**src/hw/rtl/sbq_hist_mem.sv**
```systemverilog
// Per-channel history store: one entry per channel, registered read,
// read-before-write. Valid bits make never-written entries read as zero.
module sbq_hist_mem #(
  parameter int DEPTH = 2,
  parameter int AW    = 1,
  parameter int DW    = 96
) (
  input  logic          clk,
  input  logic          rst,
  input  logic          rd_en,
  input  logic [AW-1:0] rd_addr,
  output logic [DW-1:0] rd_data,
  input  logic          wr_en,
  input  logic [AW-1:0] wr_addr,
  input  logic [DW-1:0] wr_data
);

  logic [DW-1:0]    mem [DEPTH];
  logic [DEPTH-1:0] entry_valid;

  always_ff @(posedge clk) begin
    if (rst) begin
      entry_valid <= '0;
    end else if (wr_en) begin
      entry_valid[wr_addr] <= 1'b1;
    end
  end

  always_ff @(posedge clk) begin
    if (wr_en) begin
      mem[wr_addr] <= wr_data;
    end
  end

  always_ff @(posedge clk) begin
    if (rd_en) begin
      rd_data <= entry_valid[rd_addr] ? mem[rd_addr] : '0;
    end
  end

endmodule
```
**config.mk**
```make
export PLATFORM = sky130hd
export DESIGN_NAME = sbq_hist_mem
export DESIGN_NICKNAME = d
export VERILOG_FILES = /design/src/hw/rtl/sbq_hist_mem.sv
export SDC_FILE = /design/constraint.sdc
export NUM_CORES = 1
export LEC_CHECK = 0
export ABC_AREA = 1
export ABC_CLOCK_PERIOD_IN_PS = 4200
export BUFFER_PORTS_ARGS = -buffer_cell sky130_fd_sc_hd__buf_2
export CORE_MARGIN = 8
export CORE_UTILIZATION = 32
export DETAILED_ROUTE_END_ITERATION = 10
export PLACE_DENSITY = 0.59
export SLEW_MARGIN = 20
export SYNTH_ARGS = -nofsm -noshare
export SYNTH_HDL_FRONTEND = slang
export SYNTH_SLANG_ARGS = --single-unit
```
**constraint.sdc**
```tcl
create_clock -name clk -period 4.2 [get_ports clk]
set_input_delay 0.84 -clock clk [delete_from_list [all_inputs] [get_ports clk]]
set_output_delay 0.84 -clock clk [all_outputs]
set_load 0.01 [all_outputs]
```
==> results of run 1 <==
[logic make-up after synthesis]
family / count (synthesis)
simple gates: 391
compound gates: 1
flops: 290
buf+inv: 132
[worst reg2reg max path, cell delays in order (launching register included)]
cell,delay (ns)
dfxtp_1,0.37
nand2_2,0.08
nand2_4,0.44
buf_12,0.34
nand2_1,0.12
inv_1,0.06
[worst max-delay path by stage]
stage,startpoint,to,slack (ns),cells past startpoint
final,rd_addr,rd_data[30],2.03,7
after detailed placement,rd_addr,rd_data[64],1.42,7
after global routing,rd_addr,rd_data[49],1.85,7
after global placement,rd_addr,rd_data[64],1.43,7
after floorplan,wr_addr,mem[0][0],0.96,3
after CTS,rd_addr,rd_data[64],2.00,7
[layout make-up]
cell class	instances	area, µm²	area share (%)
Sequential cell	290	8690	65.9
Multi-Input combinational cell	392	1510	11.4
Timing Repair Buffer	204	1080	8.20
Clock buffer	38	802	6.09
Tap cell	448	561	4.25
Inverter	101	387	2.93
Clock inverter	17	150	1.14
Antenna cell	1	2.50	0.0190
[layer usage]
metal  vias to the layer above  part of all wire [%]
li1                       3052                     -
met1                      2760                    45
met2                       167                    44
met3                        47                   8.2
met4                        12                   2.6
met5                         -                  0.33
[power groups by stage]
stage / Sequential [mW] / Combinational [mW] / Clock, mW
floorplan: 3.53 / 0.190 / 0
global placement: 3.50 / 0.414 / 0
detailed placement: 3.50 / 0.418 / 0
CTS: 3.44 / 0.420 / 2.65
global route: 3.46 / 0.463 / 2.75
finish: 3.44 / 0.405 / 2.56
[sequential cells by signal, indices dropped and copies added, names as in the netlist]
signal / cells
entry_valid: 2
mem: 192
rd_data: 96
[synthesized netlist by cell type, drive strengths merged]
cell type    n
a21oi        1
edfxtp     288
nand2      389
buf         28
inv        101
dfxtp        2
clkbuf       3
nor2         2
==> run summary, run 1 <==
======================================================================================
Total number of yosys warnings ..........................................            0
Reported net switching power ............................................      1.40 mW
Total wire length .......................................................    23,100 µm
Largest delay share family, worst path .................................. buffers and inverters
Clock network fraction of design power ..................................        40.0%
Syn nets ................................................................          916
Global-route wire length before repair ..................................    35,000 µm
Floorplan core area .....................................................   33,400 µm²
Final Max Tran Viols ....................................................            0
Leading area contributor after synthesis ................................     edfxtp_1
Longest individual stage delay on the worst path ........................      0.66 ns
Worst Tran Pin Value ....................................................     0.974 ns
Post-synthesis instance total ...........................................          814
Clk pin slew, worst setup/hold paths ....................................      0.06 ns
Maximum number of pins on one net before global-route repair ............           69
Die Footprint ...........................................................   39,800 µm²
Most common cell after layout, fill and taps aside ......................      nand2_1
Crit path launch type ...................................................   input port
Fraction of layout instances using a drive strength above 1 .............        26.2%
Worst slack, placed .....................................................      1.42 ns
Area Growth Syn to Fin ..................................................        22.2%
Buf+Inv Stages, Crit Path ...............................................            4
Starting DRC count in detailed routing ..................................          256
# rows ..................................................................           67
WL per Instance .........................................................      15.5 µm
Clk Latency, worst-skew pair ............................................      0.55 ns
Worst r2r src ........................................................... entry_valid[0]
Setup Skew ..............................................................    0.0217 ns
Data arrival at the endpoint of the critical path .......................      2.58 ns
Number of endpoints with negative hold slack in the final report ........            0
Number of distinct standard cells referenced by the synthesized netlist .           15
Placement-stage cell area ...............................................   12,200 µm²
Worst min-delay path startpoint .........................................          rst
Non-filler instance count after layout ..................................        1,491
Worst vdd ir ............................................................     0.358 mV
Highest-count cells in the layout ignoring fill and taps ................ nand2_1, edfxtp_1, buf_2, inv_1, clkbuf_16
Xor/xnor cell area share of the yosys netlist ...........................           0%
Sum of net half-perimeters after detailed placement .....................    14,400 µm
Vias ....................................................................        6,038
Internal power component ................................................      5.01 mW
Max capacitance violation total .........................................            0
Power per cell area .....................................................   486 nW/µm²
Top cells by area, synth ................................................ edfxtp_1, nand2_1, inv_1
GR met3 Demand/Resource .................................................        3.67%
Met1 Resource Use GR ....................................................        14.8%
CP Cell Sequence ........................................................ buf_4 -> inv_4 -> buf_4 -> nand2_1 -> nand2_1 -> nand2_2 -> inv_2
Final-layout fill cell count ............................................        3,211
Compound-cell area share of the yosys netlist ...........................      0.0464%
Gate power share ........................................................         6.3%
Total Power Consumption .................................................      6.41 mW
Minimum setup slack among reg-to-reg paths ..............................      2.64 ns
Slack of the critical path ..............................................      2.03 ns
Total GRT Usage .........................................................        11.3%
Number of design rule violations left after detail routing ..............            0
Unrepaired setup endpoints after global routing .........................        false
Final critical delay including setup and external delays ................      2.17 ns
Status .................................................................. complete, no violations
Critical-path maximum fanout ............................................           64
Combinational family with the most area after synthesis ................. simple AND/OR/NAND/NOR gates
Global Route met2 Usage .................................................        17.7%
Type of the worst setup path ............................................ input port to flop
Worst-case clock buffer depth ...........................................            3
Die W ...................................................................       200 µm
Vert. Die Dim ...........................................................       200 µm
Proportion of netlist area held by the largest area contributor .........        80.2%
Final RePlAce weighted congestion .......................................        0.715
Reg power frac ..........................................................        53.7%
Synthesized cell area ...................................................   10,800 µm²
Share of total power consumed by net switching ..........................        21.9%
Critical register-to-register path endpoint .............................  rd_data[64]
Overflow left after global routing ......................................            0
Slowest cell on the critical path .......................................        buf_4
Placed cells ............................................................        1,435
Initial DRT Pass Iterations .............................................            4
Seq/Total Area, Yosys ...................................................        80.6%
Adder-Cell Fraction of Synth Area .......................................           0%
Via count of the first global-routing pass ..............................        6,226
Effective utilization at floorplan ......................................        32.3%
Antenna violations before repair ........................................            8
Number of antenna-violating nets in the routed design ...................            0
Number of buffers created by CTS ........................................           31
Number of flip-flops and latches in the synthesized netlist .............          290
Maximum clock frequency .................................................    0.460 GHz
Hold Path End ........................................................... entry_valid[0]
Top-level port count ....................................................          198
Clock tree from TritonCTS ...............................................         done
CTS root buffer .........................................................    clkbuf_16
Worst-case reg-to-reg path depth ........................................            5
Synth Area in Simple Gates ..............................................        13.9%
Post-Route Setup TNS ....................................................         0 ns
Vias per cell ...........................................................         4.05
Clock Sink Count ........................................................          290
Post-CTS repair timing setup buffer count ...............................            0
Final setup violation count .............................................            0
Hold_buf cts ............................................................            0
Crit path required time .................................................      4.61 ns
Relative slew slack .....................................................        35.1%
Design Area, Final ......................................................   13,200 µm²
Count of nets after finishing ...........................................        1,122
H-tree depth reported by CTS ............................................            1
Count of input and output buffers .......................................          197
Tightest hold margin ....................................................     0.459 ns
Share of synthesized area spent on multiplexers .........................           0%
Mean cell area of the mapped netlist ....................................     13.2 µm²
Share of the clock period used by the worst path after layout ...........        51.7%
Type of element capturing the critical path .............................         flop
Number of cells on the worst hold path ..................................            2
Class of the most critical hold timing path ............................. input port to flop
Layout Utilization ......................................................        39.5%
Number of instances resized during post-cts repair ......................            0
Leakage power figure ....................................................      6.01 nW
Most utilized layer in the global route result ..........................         met2
======================================================================================
(Power assumes the default switching activity.)
==> run 2, diff against run 1 <==
--- a/config.mk
+++ b/config.mk
@@ -6,7 +6,7 @@
 export NUM_CORES = 1
 export LEC_CHECK = 0
 export ABC_AREA = 1
-export ABC_CLOCK_PERIOD_IN_PS = 4200
+export ABC_CLOCK_PERIOD_IN_PS = 2100
 export BUFFER_PORTS_ARGS = -buffer_cell sky130_fd_sc_hd__buf_2
 export CORE_MARGIN = 8
 export CORE_UTILIZATION = 32
==> constraint.sdc (replaced) <==
create_clock -name clk -period 2.1 [get_ports clk]
set_input_delay 0.42 -clock clk [delete_from_list [all_inputs] [get_ports clk]]
set_output_delay 0.42 -clock clk [all_outputs]
set_load 0.01 [all_outputs]
==> run summary, run 2 (synthesized netlist as in run 1, its figures left out) <==
===============================================================================
Buf+Inv Stages, Crit Path ........................................            1
Clk Latency, worst-skew pair .....................................      0.54 ns
Number of buffers created by CTS .................................           29
Clock Sink Count .................................................          290
Data arrival at the endpoint of the critical path ................      1.14 ns
Worst Tran Pin Value .............................................     0.567 ns
Max capacitance violation total ..................................            0
Critical register-to-register path endpoint ......................  rd_data[67]
Antenna violations before repair .................................            5
Final Max Tran Viols .............................................            0
H-tree depth reported by CTS .....................................            1
Leakage power figure .............................................      6.06 nW
Hold_buf cts .....................................................            0
Count of nets after finishing ....................................        1,124
Vias .............................................................        6,038
Vert. Die Dim ....................................................       200 µm
Global-route wire length before repair ...........................    34,700 µm
Critical-path maximum fanout .....................................            1
Registers with the most flip-flops ............................... mem (192), rd_data (96), entry_valid (2)
Final RePlAce weighted congestion ................................        0.692
Non-filler instance count after layout ...........................        1,492
Placed cells .....................................................        1,439
Type of the worst setup path ..................................... flop to output port
Worst vdd ir .....................................................     0.627 mV
Crit path required time ..........................................      1.68 ns
Total GRT Usage ..................................................        11.2%
Sum of net half-perimeters after detailed placement ..............    13,900 µm
Start point of the critical path .................................  rd_data[84]
Initial DRT Pass Iterations ......................................            4
Class of the most critical hold timing path ...................... input port to flop
Worst-case clock buffer depth ....................................            3
Footprint of the flip-flops and latches ..........................     8690 µm²
Top reg by flops .................................................          mem
WL per Instance ..................................................      15.1 µm
Number of design rule violations left after detail routing .......            0
Worst r2r src .................................................... entry_valid[0]
Design Area, Final ...............................................   13,300 µm²
Power per cell area ..............................................   972 nW/µm²
Fraction of layout instances using a drive strength above 1 ......        26.3%
Number of instances resized during post-cts repair ...............            0
CTS root buffer ..................................................    clkbuf_16
Number of endpoints with negative hold slack in the final report .            0
Starting DRC count in detailed routing ...........................          250
Vias per cell ....................................................         4.05
Via count of the first global-routing pass .......................        6,138
Worst min-delay path startpoint ..................................   wr_data[7]
Clock tree from TritonCTS ........................................         done
Floorplan core area ..............................................   33,400 µm²
Hold Path End ....................................................    mem[1][7]
Number of antenna-violating nets in the routed design ............            0
Type of element capturing the critical path ......................  output port
Status ........................................................... complete, no violations
Tightest hold margin .............................................    0.0636 ns
Crit path launch type ............................................         flop
Final-layout fill cell count .....................................        3,223
Share of the clock period used by the worst path after layout ....        74.4%
Most common cell after layout, fill and taps aside ...............      nand2_1
Worst-case reg-to-reg path depth .................................            5
Total Power Consumption ..........................................      12.9 mW
Number of cells on the worst hold path ...........................            1
Multi-input gate area ............................................     1530 µm²
Placement-stage cell area ........................................   12,400 µm²
Highest-count cells in the layout ignoring fill and taps ......... nand2_1, edfxtp_1, buf_2, inv_1, clkbuf_16
Die Footprint ....................................................   39,800 µm²
Total wire length ................................................    22,500 µm
CP Cell Sequence .................................................        buf_2
Maximum clock frequency ..........................................    0.640 GHz
Relative slew slack ..............................................        62.2%
Largest delay share family, worst path ...........................   flip-flops
Post-CTS repair timing setup buffer count ........................            0
Minimum setup slack among reg-to-reg paths .......................      0.94 ns
Flip-flop count of the largest register after layout .............          192
Number of diodes added for antenna fixing ........................            0
Maximum number of pins on one net before global-route repair .....           97
Overflow left after global routing ...............................            0
Longest individual stage delay on the worst path .................      0.43 ns
Die W ............................................................       200 µm
Final critical delay including setup and external delays .........      1.56 ns
Count of input and output buffers ................................          197
Area Growth Syn to Fin ...........................................        23.5%
# rows ...........................................................           67
Final setup violation count ......................................            0
Unrepaired setup endpoints after global routing ..................        false
Top-level port count .............................................          198
Slowest cell on the critical path ................................     edfxtp_1
Clk pin slew, worst setup/hold paths .............................      0.06 ns
Setup Skew .......................................................    0.0107 ns
Effective utilization at floorplan ...............................        32.3%
Layout Utilization ...............................................        39.9%
===============================================================================
run 2: cell types whose count changed in the layout (fill, tap and decap cells not counted), sizes merged:
cell,change
clkinv,-4
bufinv,+3
inv,-4
diode,-1
clkbuf,+3
buf,+4
run 2: worst max path at each step:
stage | end | cells after the start
after global routing | rd_data[84] | 1
after floorplan | mem[0][0] | 3
after detailed placement | rd_data[67] | 7
after global placement | rd_data[9] | 7
after CTS | rd_data[84] | 1
final | rd_data[84] | 1
run 2: through the flow:
step | TNS (ns) | setup WS, ns
2_1_floorplan | -32.48 | -0.181
3_3_place_gp | 0 | 0.367
3_5_place_dp | 0 | 0.356
4_1_cts | 0 | 0.475
5_1_grt | 0 | 0.470
6_report | 0 | 0.537
run 2: routing by layer:
metal	up-vias	global-route usage [%]	part of all wire (%)
met5	-	0	0.26
met4	10	3.05	2.0
met3	44	3.65	8.4
met2	160	18.7	47
met1	2770	13.9	43
li1	3054	-	-
run 2: cell type report:
type	instances	area share [%]
clock inverter	12	1.36
multi-input combinational	392	11.5
sequential	290	65.2
inverter	101	3.02
clock buffer	41	5.86
timing repair buffer	208	8.81
tap	448	4.21
run 2: worst reg2reg max path: cells and delay by family, from the launching register on:
kind / cells / cell delay, ns
simple gates: 3 / 0.32
flops: 1 / 0.35
buf+inv: 2 / 0.36
run 2: report_power, final:
group | total [mW] | switching [mW] | leakage, nW | internal [mW]
logic | 0.838 | 0.551 | 2.78 | 0.287
clock network | 5.22 | 2.04 | 0.469 | 3.19
registers | 6.88 | 0.0894 | 2.81 | 6.79
